**config.mk**
```make
export PLATFORM = sky130hd
export DESIGN_NAME = midi_track_event_parser_top
export DESIGN_NICKNAME = d
export VERILOG_FILES = /design/src/design/mtep_pkg.sv /design/src/design/mtep_parser.sv /design/src/design/mtep_res_queue.sv /design/src/design/midi_track_event_parser_top.sv
export SDC_FILE = /design/constraint.sdc
export NUM_CORES = 1
export LEC_CHECK = 0
export CORE_MARGIN = 3
export CORE_UTILIZATION = 60
export DETAILED_ROUTE_END_ITERATION = 6
export DONT_BUFFER_PORTS = 1
export HOLD_SLACK_MARGIN = 0.12
export PLACE_DENSITY = 0.72
export SLEW_MARGIN = 10
export SYNTH_ARGS = -nofsm -noshare
export SYNTH_HDL_FRONTEND = slang
export SYNTH_HIERARCHICAL = 1
export SYNTH_SLANG_ARGS = --single-unit
```
**constraint.sdc**
```tcl
create_clock -name i_clk -period 10.05 [get_ports i_clk]
set_input_delay 2.01 -clock i_clk [delete_from_list [all_inputs] [get_ports i_clk]]
set_output_delay 2.01 -clock i_clk [all_outputs]
set_load 0.03 [all_outputs]
```
**src/design/mtep_pkg.sv**
```systemverilog
package mtep_pkg;

    // parse phase codes
    localparam logic [3:0] PH_DELTA      = 4'd0;
    localparam logic [3:0] PH_STATUS     = 4'd1;
    localparam logic [3:0] PH_NOTE_KEY   = 4'd2;
    localparam logic [3:0] PH_NOTE_VEL   = 4'd3;
    localparam logic [3:0] PH_META_TYPE  = 4'd4;
    localparam logic [3:0] PH_META_LEN   = 4'd5;
    localparam logic [3:0] PH_TEMPO_LEN  = 4'd6;
    localparam logic [3:0] PH_TEMPO_DATA = 4'd7;
    localparam logic [3:0] PH_SKIP       = 4'd8;

    // result kinds
    localparam logic [1:0] KIND_NOTE_ON  = 2'd0;
    localparam logic [1:0] KIND_NOTE_OFF = 2'd1;
    localparam logic [1:0] KIND_TEMPO    = 2'd2;

    // byte values the parser looks for
    localparam logic [7:0] STATUS_NOTE_ON  = 8'h90;
    localparam logic [7:0] STATUS_PROGRAM  = 8'hC0;
    localparam logic [7:0] STATUS_PRESSURE = 8'hD0;
    localparam logic [7:0] STATUS_META     = 8'hFF;
    localparam logic [7:0] META_TEMPO      = 8'h51;
    localparam logic [7:0] TEMPO_LEN       = 8'd3;

    localparam logic [15:0] LIMIT_RESET = 16'd500;

    // register byte address of event_limit
    localparam logic [2:0] ADDR_EVENT_LIMIT = 3'd0;

    // result queue depth
    localparam int unsigned QUEUE_DEPTH = 4;
    localparam int unsigned QUEUE_AW    = $clog2(QUEUE_DEPTH);

    typedef struct packed {
        logic [1:0]  kind;
        logic [7:0]  note;
        logic [7:0]  vel;
        logic [31:0] time_abs;
        logic [23:0] tempo;
        logic [15:0] index;
        logic        last;
    } t_result;

    // results produced by one byte
    typedef struct packed {
        logic [1:0] count;
        t_result    res0;
        t_result    res1;
    } t_push;

endpackage

```
**src/design/mtep_parser.sv**
```systemverilog
module mtep_parser import mtep_pkg::*; (
    input  logic        i_clk,
    input  logic        i_rst_n,
    input  logic        i_accept,
    input  logic [7:0]  i_byte,
    input  logic        i_last,
    input  logic [15:0] i_limit,
    output t_push       o_push
);

    logic [3:0]  r_phase, n_phase;
    logic [31:0] r_delta, n_delta;
    logic [31:0] r_abs, n_abs;
    logic [7:0]  r_note, n_note;
    logic [23:0] r_tempo, n_tempo;
    logic [7:0]  r_skip, n_skip;
    logic [15:0] r_count, n_count;

    logic        ok0, ok1;
    logic [31:0] vlq;
    logic [23:0] tempo_shift;
    logic [7:0]  skip_dec;
    logic [7:0]  hi;
    logic [16:0] count_inc;

    // room left under the limit for one or two results
    assign count_inc   = {1'b0, r_count} + 17'd1;
    assign ok0         = (r_count < i_limit);
    assign ok1         = (count_inc < {1'b0, i_limit});
    assign vlq         = {r_delta[24:0], i_byte[6:0]};
    assign tempo_shift = {r_tempo[15:0], i_byte};
    assign skip_dec    = r_skip - 8'd1;
    assign hi          = i_byte & 8'hF0;

    // per-byte parse step
    always_comb begin
        n_phase = r_phase;
        n_delta = r_delta;
        n_abs   = r_abs;
        n_note  = r_note;
        n_tempo = r_tempo;
        n_skip  = r_skip;
        n_count = r_count;

        o_push.count          = 2'd0;
        o_push.res0.kind      = KIND_NOTE_ON;
        o_push.res0.note      = r_note;
        o_push.res0.vel       = i_byte;
        o_push.res0.time_abs  = r_abs;
        o_push.res0.tempo     = '0;
        o_push.res0.index     = r_count;
        o_push.res0.last      = !ok1;
        o_push.res1.kind      = KIND_NOTE_OFF;
        o_push.res1.note      = r_note;
        o_push.res1.vel       = i_byte;
        o_push.res1.time_abs  = r_abs;
        o_push.res1.tempo     = '0;
        o_push.res1.index     = count_inc[15:0];
        o_push.res1.last      = 1'b1;

        unique case (r_phase)
            PH_STATUS: begin
                priority if (!i_byte[7]) begin
                    n_phase = PH_DELTA;
                end else if (hi == STATUS_NOTE_ON) begin
                    n_phase = PH_NOTE_KEY;
                end else if (i_byte == STATUS_META) begin
                    n_phase = PH_META_TYPE;
                end else if (hi == STATUS_PROGRAM || hi == STATUS_PRESSURE) begin
                    n_skip  = 8'd1;
                    n_phase = PH_SKIP;
                end else begin
                    n_skip  = 8'd2;
                    n_phase = PH_SKIP;
                end
            end
            PH_NOTE_KEY: begin
                n_note  = i_byte;
                n_phase = PH_NOTE_VEL;
            end
            PH_NOTE_VEL: begin
                o_push.count = {ok0 & ok1, ok0 & !ok1};
                n_count      = r_count + {14'd0, ok0 & ok1, ok0 & !ok1};
                n_phase      = PH_DELTA;
            end
            PH_META_TYPE: begin
                n_phase = (i_byte == META_TEMPO) ? PH_TEMPO_LEN : PH_META_LEN;
            end
            PH_TEMPO_LEN: begin
                n_skip = i_byte;
                if (i_byte == TEMPO_LEN) begin
                    n_tempo = '0;
                    n_phase = PH_TEMPO_DATA;
                end else begin
                    n_phase = (i_byte == 8'd0) ? PH_DELTA : PH_SKIP;
                end
            end
            PH_META_LEN: begin
                n_skip  = i_byte;
                n_phase = (i_byte == 8'd0) ? PH_DELTA : PH_SKIP;
            end
            PH_TEMPO_DATA: begin
                n_tempo = tempo_shift;
                n_skip  = skip_dec;
                if (skip_dec == 8'd0) begin
                    o_push.res0.kind  = KIND_TEMPO;
                    o_push.res0.note  = '0;
                    o_push.res0.vel   = '0;
                    o_push.res0.tempo = tempo_shift;
                    o_push.res0.last  = 1'b1;
                    o_push.count      = {1'b0, ok0};
                    n_count           = r_count + {15'd0, ok0};
                    n_phase           = PH_DELTA;
                end
            end
            PH_SKIP: begin
                n_skip = skip_dec;
                if (skip_dec == 8'd0) begin
                    n_phase = PH_DELTA;
                end
            end
            default: begin
                // delta time, and any unused phase code
                if (i_byte[7]) begin
                    n_delta = vlq;
                    n_phase = PH_DELTA;
                end else begin
                    n_abs   = r_abs + vlq;
                    n_delta = '0;
                    n_phase = PH_STATUS;
                end
            end
        endcase

        // end of data returns the parser to its start
        if (i_last) begin
            n_phase = PH_DELTA;
            n_delta = '0;
            n_abs   = '0;
            n_note  = '0;
            n_tempo = '0;
            n_skip  = '0;
            n_count = '0;
        end

        if (!i_accept) begin
            o_push.count = 2'd0;
        end
    end

    // parser state
    always_ff @(posedge i_clk) begin
        if (!i_rst_n) begin
            r_phase <= PH_DELTA;
            r_delta <= '0;
            r_abs   <= '0;
            r_note  <= '0;
            r_tempo <= '0;
            r_skip  <= '0;
            r_count <= '0;
        end else if (i_accept) begin
            r_phase <= n_phase;
            r_delta <= n_delta;
            r_abs   <= n_abs;
            r_note  <= n_note;
            r_tempo <= n_tempo;
            r_skip  <= n_skip;
            r_count <= n_count;
        end
    end

endmodule

```
**src/design/mtep_res_queue.sv**
```systemverilog
module mtep_res_queue import mtep_pkg::*; (
    input  logic    i_clk,
    input  logic    i_rst_n,
    input  t_push   i_push,
    input  logic    i_pop,
    output logic    o_room,
    output logic    o_valid,
    output t_result o_head
);

    t_result               r_mem [QUEUE_DEPTH];
    logic [QUEUE_AW-1:0]   r_wr, n_wr;
    logic [QUEUE_AW-1:0]   r_rd, n_rd;
    logic [QUEUE_AW:0]     r_fill, n_fill;
    logic [QUEUE_AW-1:0]   wr_next;
    logic                  pop_ok;

    assign wr_next = r_wr + 1'b1;
    assign o_valid = (r_fill != '0);
    assign o_head  = r_mem[r_rd];
    assign pop_ok  = i_pop && o_valid;
    // room for the two results a byte can cause
    assign o_room  = (r_fill <= (QUEUE_AW + 1)'(QUEUE_DEPTH - 2));

    // pointer and fill update
    always_comb begin
        n_wr   = r_wr + i_push.count[QUEUE_AW-1:0];
        n_rd   = r_rd + {{(QUEUE_AW-1){1'b0}}, pop_ok};
        n_fill = r_fill + {{(QUEUE_AW-1){1'b0}}, i_push.count}
                 - {{QUEUE_AW{1'b0}}, pop_ok};
    end

    always_ff @(posedge i_clk) begin
        if (!i_rst_n) begin
            r_wr   <= '0;
            r_rd   <= '0;
            r_fill <= '0;
        end else begin
            r_wr   <= n_wr;
            r_rd   <= n_rd;
            r_fill <= n_fill;
        end
    end

    // result storage
    always_ff @(posedge i_clk) begin
        if (i_push.count != 2'd0) begin
            r_mem[r_wr] <= i_push.res0;
        end
        if (i_push.count == 2'd2) begin
            r_mem[wr_next] <= i_push.res1;
        end
    end

endmodule

```
**src/design/midi_track_event_parser_top.sv**
```systemverilog
// the results of an accepted byte are registered in the result queue and offered on the master side from its head
// throughput: one byte per cycle while o_s_tready is high; a note-on velocity byte
//   puts two results out, which leave singly; the four-entry result queue absorbs the difference
// o_s_tready drops while the queue holds more than two results
// reset (synchronous, active low) clears the parser, the time, the event count and
//   the queue, and sets event_limit to 500
module midi_track_event_parser_top import mtep_pkg::*; (
    input  logic        i_clk,
    input  logic        i_rst_n,
    // input byte stream
    input  logic        i_s_tvalid,
    output logic        o_s_tready,
    input  logic [7:0]  i_s_tdata,   // data_byte
    input  logic        i_s_tlast,   // end_of_data
    // result stream
    output logic        o_m_tvalid,
    input  logic        i_m_tready,
    output logic [87:0] o_m_tdata,   // note_number, velocity, event_time, tempo_value, event_index
    output logic [1:0]  o_m_tuser,   // event_kind
    output logic        o_m_tlast,   // last_of_run
    // configuration
    input  logic        psel,
    input  logic        penable,
    input  logic        pwrite,
    input  logic [2:0]  paddr,
    input  logic [31:0] pwdata,
    output logic [31:0] prdata,
    output logic        pready
);

    logic [15:0] r_limit;
    logic        in_accept;
    logic        room;
    t_push       push;
    t_result     head;

    assign pready     = 1'b1;
    assign o_s_tready = room;
    assign in_accept  = i_s_tvalid && room;

    // register write and read back
    always_ff @(posedge i_clk) begin
        if (!i_rst_n) begin
            r_limit <= LIMIT_RESET;
        end else if (psel && penable && pwrite && paddr[2] == ADDR_EVENT_LIMIT[2]) begin
            r_limit <= pwdata[15:0];
        end
    end

    assign prdata = (paddr[2] == ADDR_EVENT_LIMIT[2]) ? {16'd0, r_limit} : 32'd0;

    mtep_parser u_parser (
        .i_clk    (i_clk),
        .i_rst_n  (i_rst_n),
        .i_accept (in_accept),
        .i_byte   (i_s_tdata),
        .i_last   (i_s_tlast),
        .i_limit  (r_limit),
        .o_push   (push)
    );

    mtep_res_queue u_queue (
        .i_clk   (i_clk),
        .i_rst_n (i_rst_n),
        .i_push  (push),
        .i_pop   (i_m_tready),
        .o_room  (room),
        .o_valid (o_m_tvalid),
        .o_head  (head)
    );

    // result packing
    assign o_m_tdata = {head.index, head.tempo, head.time_abs, head.vel, head.note};
    assign o_m_tuser = head.kind;
    assign o_m_tlast = head.last;

endmodule

```
; ---- Word level (Yosys, flattened, before mapping)
; Memory sizes are Yosys's and may differ from the RTL's. A register that Yosys moved wholly into a read port is not among the register bits.
; Cells that the tools add are included.
[op_classes]
add_sub_neg = 10
n_bitwise = 3
order_cmp = 3
muxes = 44
eq_ne = 23
reduce_logical = 25
[ops]
columns = cell, n
row1 = $mux 32, 3
row2 = $mux 16, 5
row3 = $mux 25, 3
row4 = $pmux 16 s2, 2
row5 = $mux 24, 2
row6 = $mux 8, 6
row7 = $add 32x32->32, 1
row8 = $mux 4, 7
row9 = $pmux 4 s7, 1
row10 = $pmux 8 s3, 1
row11 = $mux 19, 1
row12 = $mux 18, 1
row13 = $add 16x1->17 const B, 1
row14 = $lt 17x16->1, 1
row15 = $add 16x1->16, 1
row16 = $add 16x2->16, 1
row17 = $eq 4x3->1 const B, 4
row18 = $eq 4x4->1 const B, 4
row19 = $logic_not 8->1, 2
row20 = $lt 16x16->1, 1
row21 = $ne 3x3->1 const B, 3
row22 = $reduce_and 3->1, 3
row23 = $reduce_bool 3->1, 3
row24 = $eq 4x2->1 const B, 2
row25 = 29 further kinds, 49
[totals]
wordCells = 120
n_memories = 1
reg_bits = 132
input_bits = 51
ramBits = 364
output_inout_bits = 126
[mem_list]
columns = memory, depth, word_bits, read_ports, rd_ports_with_merged_regs, write_ports, line_no
row1 = u_queue.r_mem, 4, 91, 1, 1, 2, mtep_res_queue.sv:11  ; t_result r_mem [QUEUE_DEPTH];

; ---- Logic depth before layout (Yosys ltp)
; Gate-level depths: netlist (run 1).
[logic_depth]
depth_word = 9
depth_mapped = 22
ltp_nobuf = 21

; ---- Cells and area by module
; Netlist (run 1), hierarchy kept.
[modules_own_cells]
columns = mod, seq_area_each_um2, area_per_inst_um2, n_inst, cells_per_inst
row1 = mtep_res_queue, 11070.6, 18592.8, 1, 928
row2 = mtep_parser, 2182.1, 8124.0, 1, 1036
row3 = midi_track_event_parser_top, 320.3, 943.4, 1, 107

; ---- Worst setup path before layout (run 1)
; Ideal clock, no wire load.
[synth_path]
path_type = reg-to-reg
from = register u_parser.r_count[2]
to = memory u_queue/r_mem[2][0] (netlist name) (enable)
t_required_ps = 9480
path_stages_with_launch = 16
path_slack_ps = 1454
path_buffers = 1
t_arrival_ps = 8025
setup_ps = 570
synth_period_minus_slack_ps = 8596
cell_sequence = dfxtp_1 -> buf_2 -> nand3_1 -> nor2_1 -> nand4_1 -> nand2b_1 -> xnor2_1 -> ha_1 -> a21o_1 -> a21oi_1 -> nor2_1 -> a2111oi_0 -> o211ai_1 -> nor4_1 -> nor2_1 -> a21oi_1
[synth_rtl]
columns = element, line_no
row1 = "start, declared", mtep_parser.sv:17  ; logic [15:0] r_count, n_count;
row2 = "start signal, assigned", mtep_parser.sv:168  ; r_count <= n_count;
row3 = "end, declared", mtep_res_queue.sv:11

==> results of run 1 <==
## layout make-up
type | count | share of cell area
flip-flops and latches | 496 | 0.470
inverters | 30 | 0.00390
clock buffers | 87 | 0.0545
multi-input cells | 1377 | 0.435
repair buffers | 28 | 0.00784
clock inverters | 13 | 0.00299
well taps | 600 | 0.0260
## where the power goes
| group | total, mW | switching (mW) | internal, mW |
|---|---|---|---|
| clock network | 1.86 | 0.793 | 1.07 |
| logic | 0.523 | 0.331 | 0.192 |
| registers | 2.24 | 0.0510 | 2.19 |
| total | 4.62 | 1.18 | 3.45 |
## routing by layer
metal,vias up,GRT usage
li1,7533,-
met1,8064,0.338
met2,458,0.422
met3,87,0.0477
met4,0,0.0595
met5,-,0
## registers in the layout, indices dropped and copies added (netlist names)
signal	count
u_queue/r_mem	364
u_parser/r_abs	32
u_parser/r_delta	25
r_limit	16
u_parser/r_count	16
u_parser/r_tempo	16
u_parser/r_note	8
u_parser/r_skip	8
u_parser/r_phase	4
u_queue/r_fill	3
u_queue/r_rd	2
u_queue/r_wr	2
## how the worst max path moves through the flow
| stage | from | to | slack [ns] |
|---|---|---|---|
| floorplan | u_parser/r_count[2]$_SDFFE_PN0P_ | u_queue/r_mem[2][0]$_DFFE_PP_ | 1.45 |
| global placement | u_parser/r_count[2]$_SDFFE_PN0P_ | u_queue/r_mem[2][22]$_DFFE_PP_ | 3.67 |
| detailed placement | u_parser/r_count[2]$_SDFFE_PN0P_ | u_queue/r_mem[2][68]$_DFFE_PP_ | 3.54 |
| CTS | u_parser/r_count[2]$_SDFFE_PN0P_ | u_queue/r_mem[2][68]$_DFFE_PP_ | 3.52 |
| global route | u_parser/r_count[2]$_SDFFE_PN0P_ | u_queue/r_mem[2][68]$_DFFE_PP_ | 3.03 |
| finish | u_parser/r_count[2]$_SDFFE_PN0P_ | u_queue/r_mem[2][68]$_DFFE_PP_ | 3.52 |
## critical path: cells and delay by family, from the launching register on
kind | cells | cell delay, ns
DFF | 1 | 0.62
adders and majority gates | 1 | 0.32
and+or+nand+nor | 7 | 2.15
xor gates and xnor gates | 1 | 0.34
AOI/OAI and AO/OA | 5 | 1.35
buffers and inverters | 2 | 1.01
muxes | 1 | 0.43
## cell families (layout without fill, tap and decap cells)
family                   count (synthesis)  after routing  share of synthesized area
AO/OA/AOI/OAI                          259            259                     0.0618
XOR/XNOR                                62             62                     0.0206
adder cells (fa/ha/maj)                 72             72                     0.0334
buffers and inverters                  239            158                     0.0626
flip-flops                             496            496                      0.491
multiplexers                           476            476                      0.242
other                                    4             45                   0.000543
AND/OR/NAND/NOR                        463            463                     0.0882
## cell usage in the layout, fill, tap and decap left out, drive strengths merged, types with 11 or more instances in the layout
master,count
xor2,25
mux4,91
nand2,114
nand4,15
mux2,364
nand3,55
a21oi,84
nor3,25
a22oi,20
edfxtp,364
ha,69
and3,27
inv,33
dfxtp,132
o21ai,37
and2,13
a21o,28
clkbuf,87
buf,28
conb,45
nor2,92
mux2i,21
nand2b,11
a22o,14
xnor2,35
a21boi,24
nor2b,60
## per-stage QoR
stage | hold slack, ns | instances | worst slack [ns] | power (mW)
final | 0.451 | 2631 | 3.52 | 4.62
after global routing | 0.473 | 2631 | 3.03 | 4.79
after CTS | 0.450 | 2630 | 3.52 | 4.67
after detailed placement | 0.442 | 2530 | 3.54 | 2.81
after global placement | 0.439 | 2530 | 3.67 | 2.81
after floorplan | 0.427 | 2112 | 1.45 | 2.75
==> reports/qor.yml, run 1 <==
critical-path-max-stage-delay_ns: 0.91
dp_hpwl_microns: 36700
portBuffers: 0
cap_violations: 0
antenna_found_initial: 0
crit_arrival_ns: 6.88
drt-pass1-iter-count: 5
holdPathEnd: "u_parser/r_tempo[12]$_SDFFE_PN0P_"
design_area_sq_um: 28900
place_area_sq_um: 27200
grt_pass1_vias: 16269
nNetsFinal: 2109
post_cts_buffers: 0
fillerInstances: 3418
clk_latency_ns: 0.61
worst_r2r_startpoint: "u_parser/r_count[2]$_SDFFE_PN0P_"
multi_input_area_sq_um: 12600
drive_gt1_frac: 0.297
timing.final.hold_violations: 0
crit_type: "register to register"
synth_edf_count: 364
drt-total-wl_microns: 60800
vias: 16142
yosysTopAreaCell: "edfxtp_1"
hold_path_depth: 2
regToRegSetupSlack_ns: 3.52
reg2reg_to: "u_queue/r_mem[2][68]$_DFFE_PP_"
syn_avg_cell_area_sq_um: 13.4
h-tree-depth: 2
cts_tree: "built"
routed-wl-met3_microns: 3820
synth_area_leaders: "edfxtp_1 (40%), mux2_2 (11%), dfxtp_1 (9.6%)"
met2_length_microns: 29900
fin_crit_ns: 6.53
clockBufferDepth: 3
postSynthCellCount: 2071
cts_root_buffer: "clkbuf_16"
p_leak_nw: 10.8
rows: 78
endpoint_kind: "register"
highest_layer: "met4"
grt_overflow: 0
powerDensity_nw_per_um2: 160
hold_class: "register to register"
grt_max_degree: 88
post-route-drc-count: 0
ys_types: 81
clkTransAtPathRegs_ns: 0.06
final_util: 0.635
synth.most_common_cell: "edfxtp_1"
ir_drop_mv: 0.132
die-width_microns: 221
ios: 177
reg2reg_depth: 17
ctsHoldBuffers: 0
start_util: 0.608
coreArea_sq_um: 45500
ant_nets: 0
gp_congestion: 0.897
worst_slew_pin_slew_ns: 1.13
yosysSeqAreaShare: 0.491
path_cells: "nand3_1 -> nor2_1 -> nand4_1 -> nand2b_1 -> xnor2_1 -> ha_1 -> a21o_1 -> a21oi_1 -> nor2_1 -> a2111oi_0 -> o211ai_1 -> a21oi_1 -> nor3_1 -> buf_4 -> and4bb_4 -> buf_4 -> mux2_2"
grt_pass1_wl_microns: 94500
rsz0062_at_grt: "no"
async_flop_share: 0
syn2layout_area_growth_pct: 4.46
synth_area_sq_um: 27700
critPathLaunchType: "register"
hold_start: "u_parser/r_tempo[12]$_SDFFE_PN0P_"
routed_via_density: 6.14
cp_max_fo: 51
dr.first_iter.drc_count: 1213
status: "complete, no violations"
yosysWarningCount: 6
fin_setup_tns_ns: 0
fin_crit_sh: 0.650
ys.flop_type: "edfxtp_1"
required_ns: 10.39
fin_worst_skew_ns: 0.0165
final-max-slew-violation-count: 0
ys_seq_elements: 496
regArea_sq_um: 13600
yosysTopAreaCellShare: 0.395
met1_length_microns: 25800
grt.total_usage: 0.250
synth_common_cells: "edfxtp_1 (364), mux2_2 (274), dfxtp_1 (132)"
die_area_sq_um: 48700
n_antenna_cell: 0
setup_viol: 0
post_cts_resized: 0
cts.sinks: 496
slew_headroom: 0.243
cts_made_buffers: 53
post_drt_wl_per_cell_microns: 23.1
fmax_ghz: 0.153
crit_path_top_delay_cell: "and4bb_4"
dieHeight_microns: 221
No activity file was read; power rests on OpenSTA's default activity.
==> run 2, diff against run 1 <==
--- a/config.mk
+++ b/config.mk
@@ -6,7 +6,7 @@
 export NUM_CORES = 1
 export LEC_CHECK = 0
 export CORE_MARGIN = 3
-export CORE_UTILIZATION = 60
+export CORE_UTILIZATION = 58
 export DETAILED_ROUTE_END_ITERATION = 6
 export DONT_BUFFER_PORTS = 1
 export HOLD_SLACK_MARGIN = 0.12
==> constraint.sdc (replaced) <==
create_clock -name i_clk -period 5.65 [get_ports i_clk]
set_input_delay 1.13 -clock i_clk [delete_from_list [all_inputs] [get_ports i_clk]]
set_output_delay 1.13 -clock i_clk [all_outputs]
set_load 0.03 [all_outputs]
==> run 2 against run 1 <==
Effect of this change: maximum frequency up 23%; largest power group unchanged; clock-buffer cell count down 5; via count up 2.1%; critical endpoint is now u_queue/r_mem[1][69]$_DFFE_PP_; largest cell class unchanged; flip-flop and latch count unchanged.
==> reports/qor.yml, run 2 (synthesis results as in run 1) <==
status: "complete, no violations"
grt_max_degree: 88  # unchanged
grt.total_usage: 0.246  # -0.00442
cts_tree: "built"
post_cts_buffers: 0  # unchanged
ir_drop_mv: 0.203  # +54%
ios: 177  # unchanged
fin_crit_ns: 5.30  # -1.24 ns
cap_violations: 0  # unchanged
drt-pass1-iter-count: 5  # unchanged
dp_hpwl_microns: 39700  # +8.2%
h-tree-depth: 2  # unchanged
antenna_found_initial: 1  # +1
vias: 16487  # +2.1%
power.internal_mw: 6.13  # +78%
crit_arrival_ns: 5.63  # -1.25 ns
dieHeight_microns: 224  # +1.7%
die-width_microns: 224  # +1.7%
rows: 79  # +1.3%
final-max-slew-violation-count: 0  # unchanged
clk_latency_ns: 0.60  # about the same
crit_type: "register to register"
drt-total-wl_microns: 62000  # +2.1%
portBuffers: 0  # unchanged
most-common-layout-cells: "edfxtp_1 (364), mux2_2 (274), dfxtp_1 (130)"
required_ns: 5.99  # -4.40 ns
p_comb_frac: 0.114  # about the same
syn2layout_area_growth_pct: 6.63
power_frac_clock: 0.402  # about the same
post_drt_wl_per_cell_microns: 23.2  # +0.57%
instances_no_fill: 2670  # +1.5%
start_util: 0.590  # -0.0178
rsz0062_at_grt: "no"
timing.final.hold_violations: 0  # unchanged
fin_crit_sh: 0.937  # +0.287
p_sw_frac: 0.256  # +0.00197
worst_slew_pin_slew_ns: 1.03  # -0.109 ns
slew_headroom: 0.312  # +0.0684
nNetsFinal: 2141  # +1.5%
clkTransAtPathRegs_ns: 0.06  # about the same
cp_max_fo: 59  # +16%
clockBufferDepth: 3  # unchanged
dr.first_iter.drc_count: 1228  # +1.2%
cts_root_buffer: "clkbuf_16"
power.switching_mw: 2.11  # +80%
ant_nets: 0  # unchanged
total_power_mw: 8.24  # +78%
routed_via_density: 6.17  # +0.65%
placed_cells: 2571  # +1.6%
final_common_cell: "edfxtp_1"
endpoint_kind: "register"
die_area_sq_um: 50300  # +3.4%
reg_top3: "u_queue/r_mem (364), u_parser/r_abs (32), u_parser/r_delta (25)"
fin_worst_skew_ns: 0.0192  # +0.00270 ns
p_leak_nw: 11.0  # +2.3%
post-route-drc-count: 0  # unchanged
max_flop_register: "u_queue/r_mem"
cts_made_buffers: 52  # -1.9%
gp_congestion: 0.890  # -0.74%
final_util: 0.629  # -0.00581
largest_reg_flops: 364  # unchanged
critPathLaunchType: "register"
coreArea_sq_um: 46900  # +3.0%
powerDensity_nw_per_um2: 279  # +75%
power_frac_seq: 0.485  # about the same
drive_gt1_frac: 0.310  # +0.0130
grt_pass1_vias: 16766  # +3.1%
fmax_ghz: 0.189  # +23%
grt_overflow: 0  # unchanged
cts.sinks: 496  # unchanged
grt_pass1_wl_microns: 96700  # +2.4%
hold_class: "register to register"
setup_viol: 0  # unchanged
## run 2: cell count changes in the layout (fill, tap and decap cells not counted), sizes merged
cell,before,now
buf,28,61
bufinv,0,1
clkbuf,87,82
clkinvlp,0,2
diode,0,1
inv,33,32
clkinv,10,11
## run 2: through the flow
step	setup WS [ns]	instance area [sq um]	TNS, ns	hold slack (ns)
3_3_place_gp	0.302	27800	0	0.440
3_5_place_dp	0.216	27800	0	0.444
2_1_floorplan	-0.943	27800	-337.66	0.427
5_1_grt	0.00107	29500	0	0.482
6_report	0.353	29500	0	0.452
4_1_cts	0.196	29500	0	0.451
## run 2: worst paths after layout
kind	from	end	slack, ns	cells after the start
worst min register to register	u_parser/r_tempo[13]$_SDFFE_PN0P_	u_parser/r_tempo[13]$_SDFFE_PN0P_	0.45	2
worst min-delay path	u_parser/r_tempo[13]$_SDFFE_PN0P_	u_parser/r_tempo[13]$_SDFFE_PN0P_	0.45	2
worst max register to register	u_parser/r_count[3]$_SDFFE_PN0P_	u_queue/r_mem[1][69]$_DFFE_PP_	0.35	16
worst max-delay path	u_parser/r_count[3]$_SDFFE_PN0P_	u_queue/r_mem[1][69]$_DFFE_PP_	0.35	16
## run 2: area by class of cell
| type | instances | area, sq um |
|---|---|---|
| fill | 3522 | 17400 |
| sequential | 496 | 13600 |
| multi-input combinational | 1377 | 12600 |
| clock buffer | 82 | 1510 |
| timing repair buffer | 61 | 796 |
| tap | 607 | 759 |
| clock inverter | 16 | 140 |
| inverter | 30 | 113 |
| antenna | 1 | 2.50 |
## run 2: metal layers
layer	up-vias	wire, microns	GRT usage
li1	7615	-	-
met1	8291	25600	0.318
met2	473	31200	0.423
met3	108	3690	0.0471
met4	0	1580	0.0734
met5	-	0	0
## run 2: power by group through the flow
stage	Sequential, mW	Combinational (mW)	Clock, mW
6_report	3.99	0.937	3.31
5_1_grt	4.01	1.00	3.52
4_1_cts	4.00	0.947	3.38
3_5_place_dp	4.08	0.944	0
3_3_place_gp	4.07	0.931	0
2_1_floorplan	3.99	0.901	0
## run 2: what timing repair did
action                                  in CTS  in global routing
endpoints found under the setup margin       0                223
resized for setup                            0                  4
hold buffers                                 0                  0
## run 2: worst max-delay path: stages (launching register included)
cell and delay (ns):
dfxtp_1 0.55, nand3_1 0.20, nor2_1 0.16, nand4_1 0.27
nand2b_1 0.29, xnor2_2 0.35, ha_1 0.32, a21o_1 0.19
a21oi_1 0.14, nor2_1 0.05, a2111oi_0 0.46, o211ai_1 0.32
nor4_1 0.34, buf_4 0.21, nor4b_4 0.35, buf_12 0.40
mux2_2 0.39
==> run 3, diff against run 2 <==
==> constraint.sdc (replaced) <==
create_clock -name i_clk -period 5.65 [get_ports i_clk]
set_input_delay 0.565 -clock i_clk [delete_from_list [all_inputs] [get_ports i_clk]]
set_output_delay 0.565 -clock i_clk [all_outputs]
set_load 0.03 [all_outputs]
==> run 3 against run 2 <==
Effect of this change: combinational power grew 4.1%; critical path type unchanged; cell count grew 0.67%; highest routed layer unchanged; clock skew shrank 0.0013 ns; core utilization grew 0.14 points; final area grew 0.22%.
==> reports/qor.yml, run 3 (synthesis results as in run 1) <==
final_common_cell: "edfxtp_1"
antenna_found_initial: 0  # -1
most-common-layout-cells: "edfxtp_1 (364), mux2_2 (274), dfxtp_1 (130)"
fmax_ghz: 0.191  # +1.2%
crit_arrival_ns: 5.58  # -0.05 ns
clockBufferDepth: 3  # unchanged
h-tree-depth: 2  # unchanged
clk_latency_ns: 0.61  # about the same
gp_congestion: 0.901  # +1.2%
power.switching_mw: 2.12  # +0.31%
cts_root_buffer: "clkbuf_16"
regArea_sq_um: 13600  # unchanged
max_flop_register: "u_queue/r_mem"
cts_made_buffers: 52  # unchanged
p_sw_frac: 0.258  # +0.00192
ant_nets: 0  # unchanged
hold_start: "pwdata[8]"
drt-pass1-iter-count: 5  # unchanged
rsz0062_at_grt: "no"
slew_headroom: 0.253  # -0.0589
setup_viol: 0  # unchanged
critPathLaunchType: "register"
worst_slew_pin_slew_ns: 1.11  # +0.0878 ns
reg2reg_depth: 15  # -1
drt-total-wl_microns: 62600  # +0.92%
nNetsFinal: 2161  # +0.93%
design_area_sq_um: 29600  # +0.22%
die-width_microns: 224  # unchanged
p_comb_frac: 0.119  # +0.005
routed_via_density: 6.15  # -0.38%
ios: 177  # unchanged
power.internal_mw: 6.09  # -0.69%
status: "complete, no violations"
vias: 16535  # +0.29%
largest_reg_flops: 364  # unchanged
portBuffers: 0  # unchanged
multi_input_area_sq_um: 12600  # -0.22%
powerDensity_nw_per_um2: 277  # -0.66%
grt_pass1_vias: 16766  # unchanged
cp_max_fo: 59  # unchanged
fin_crit_sh: 0.926  # -0.0114
fin_worst_skew_ns: 0.0179  # -0.00131 ns
cts.sinks: 496  # unchanged
grt_overflow: 0  # unchanged
post_drt_wl_per_cell_microns: 23.3  # +0.24%
ir_drop_mv: 0.214  # +5.3%
clkTransAtPathRegs_ns: 0.06  # about the same
post-route-drc-count: 0  # unchanged
post_cts_buffers: 0  # unchanged
rows: 79  # unchanged
p_leak_nw: 11.1  # +0.28%
drive_gt1_frac: 0.301  # -0.00894
start_util: 0.590  # unchanged
final-max-slew-violation-count: 0  # unchanged
fin_crit_ns: 5.23  # -0.0645 ns
fillerInstances: 3508  # -0.40%
timing.final.hold_violations: 0  # unchanged
worst_r2r_startpoint: "u_parser/r_count[7]$_SDFFE_PN0P_"
grt.total_usage: 0.249  # +0.00359
layout_setup_ws_ns: 0.418  # +0.0645 ns
dp_hpwl_microns: 38200  # -3.8%
dr.first_iter.drc_count: 1193  # -2.9%
hold_class: "input pin to register"
reg_top3: "u_queue/r_mem (364), u_parser/r_abs (32), u_parser/r_delta (25)"
grt_pass1_wl_microns: 97700  # +1.0%
dieHeight_microns: 224  # unchanged
worstSetupStartpoint: "u_parser/r_count[7]$_SDFFE_PN0P_"
grt_max_degree: 67  # -24%
power_frac_clock: 0.397  # -0.005
regToRegSetupSlack_ns: 0.42  # +0.06 ns
cap_violations: 0  # unchanged
crit_end: "u_queue/r_mem[1][64]$_DFFE_PP_"
die_area_sq_um: 50300  # unchanged
post_cts_resized: 0  # unchanged
endpoint_kind: "register"
coreArea_sq_um: 46900  # unchanged
reg2reg_to: "u_queue/r_mem[1][64]$_DFFE_PP_"
cts_tree: "built"
power_frac_seq: 0.484  # about the same
required_ns: 6.00  # about the same
crit_type: "register to register"
place_area_sq_um: 27700  # -0.55%
pre_cts_ws_ns: 0.514  # +0.298 ns
syn2layout_area_growth_pct: 6.87
run 3: timing repair:
item | 4_1_cts | 5_1_grt
endpoints found under the setup margin | 0 | 0
hold endpoints to repair | 75 | 0
hold buffers | 27 | 0
run 3: worst min-delay path by stage:
stage                                              endpoint  slack (ns)  cells past startpoint
after floorplan           u_parser/r_tempo[10]$_SDFFE_PN0P_        0.43                      2
after global placement     u_parser/r_tempo[9]$_SDFFE_PN0P_        0.44                      2
after detailed placement   u_parser/r_tempo[8]$_SDFFE_PN0P_        0.44                      2
after CTS                           r_limit[8]$_SDFFE_PN1P_        0.12                      2
after global routing         u_queue/r_mem[3][80]$_DFFE_PP_        0.14                      1
final                               r_limit[8]$_SDFFE_PN1P_        0.15                      2
run 3: through the flow:
step           hold slack, ns  instances  power, mW  utilization  setup TNS (ns)
3_5_place_dp            0.440       2564       5.00        0.590               0
3_3_place_gp            0.441       2564       4.99        0.590               0
5_1_grt                 0.138       2687       8.50        0.631               0
4_1_cts                 0.121       2687       8.28        0.631               0
6_report                0.149       2688       8.20        0.631               0
2_1_floorplan           0.427       2112       4.89            -         -337.66
run 3: layout make-up:
type	count	area share
Clock buffer	76	0.0492
Sequential cell	496	0.459
Antenna cell	1	0.0000847
Inverter	30	0.00381
Timing Repair Buffer	81	0.0315
Clock inverter	20	0.00516
Multi-Input combinational cell	1377	0.425
Tap cell	607	0.0257
run 3: worst max-delay path, cell delays in order, from the launching register on:
cell and delay [ns]:
dfxtp_1 0.57, nand2_1 0.16, nor2_1 0.29, nand3_1 0.24, nor3_1 0.28, xor2_1 0.40, ha_1 0.33, nand3_1 0.11
nor2_1 0.07, a2111oi_0 0.44, o211ai_1 0.35, nor4_1 0.34, buf_4 0.21, nor4b_4 0.34, buf_12 0.40, mux2_2 0.39
run 3: layer usage:
metal  wire length [microns]  global-route usage  up-vias  part of all wire
met2                   31100               0.428      480              0.50
met5                       0                   0        -                 0
met1                   25800               0.324     8319              0.41
met4                    1510              0.0666        0             0.024
met3                    4250              0.0534       94             0.068
li1                        -                   -     7642                 -
run 3: power groups by stage:
stage | Sequential, mW | Combinational [mW] | Clock (mW)
floorplan | 3.99 | 0.901 | 0
global placement | 4.05 | 0.943 | 0
detailed placement | 4.05 | 0.952 | 0
CTS | 3.97 | 0.985 | 3.32
global route | 3.98 | 1.05 | 3.47
finish | 3.97 | 0.975 | 3.25
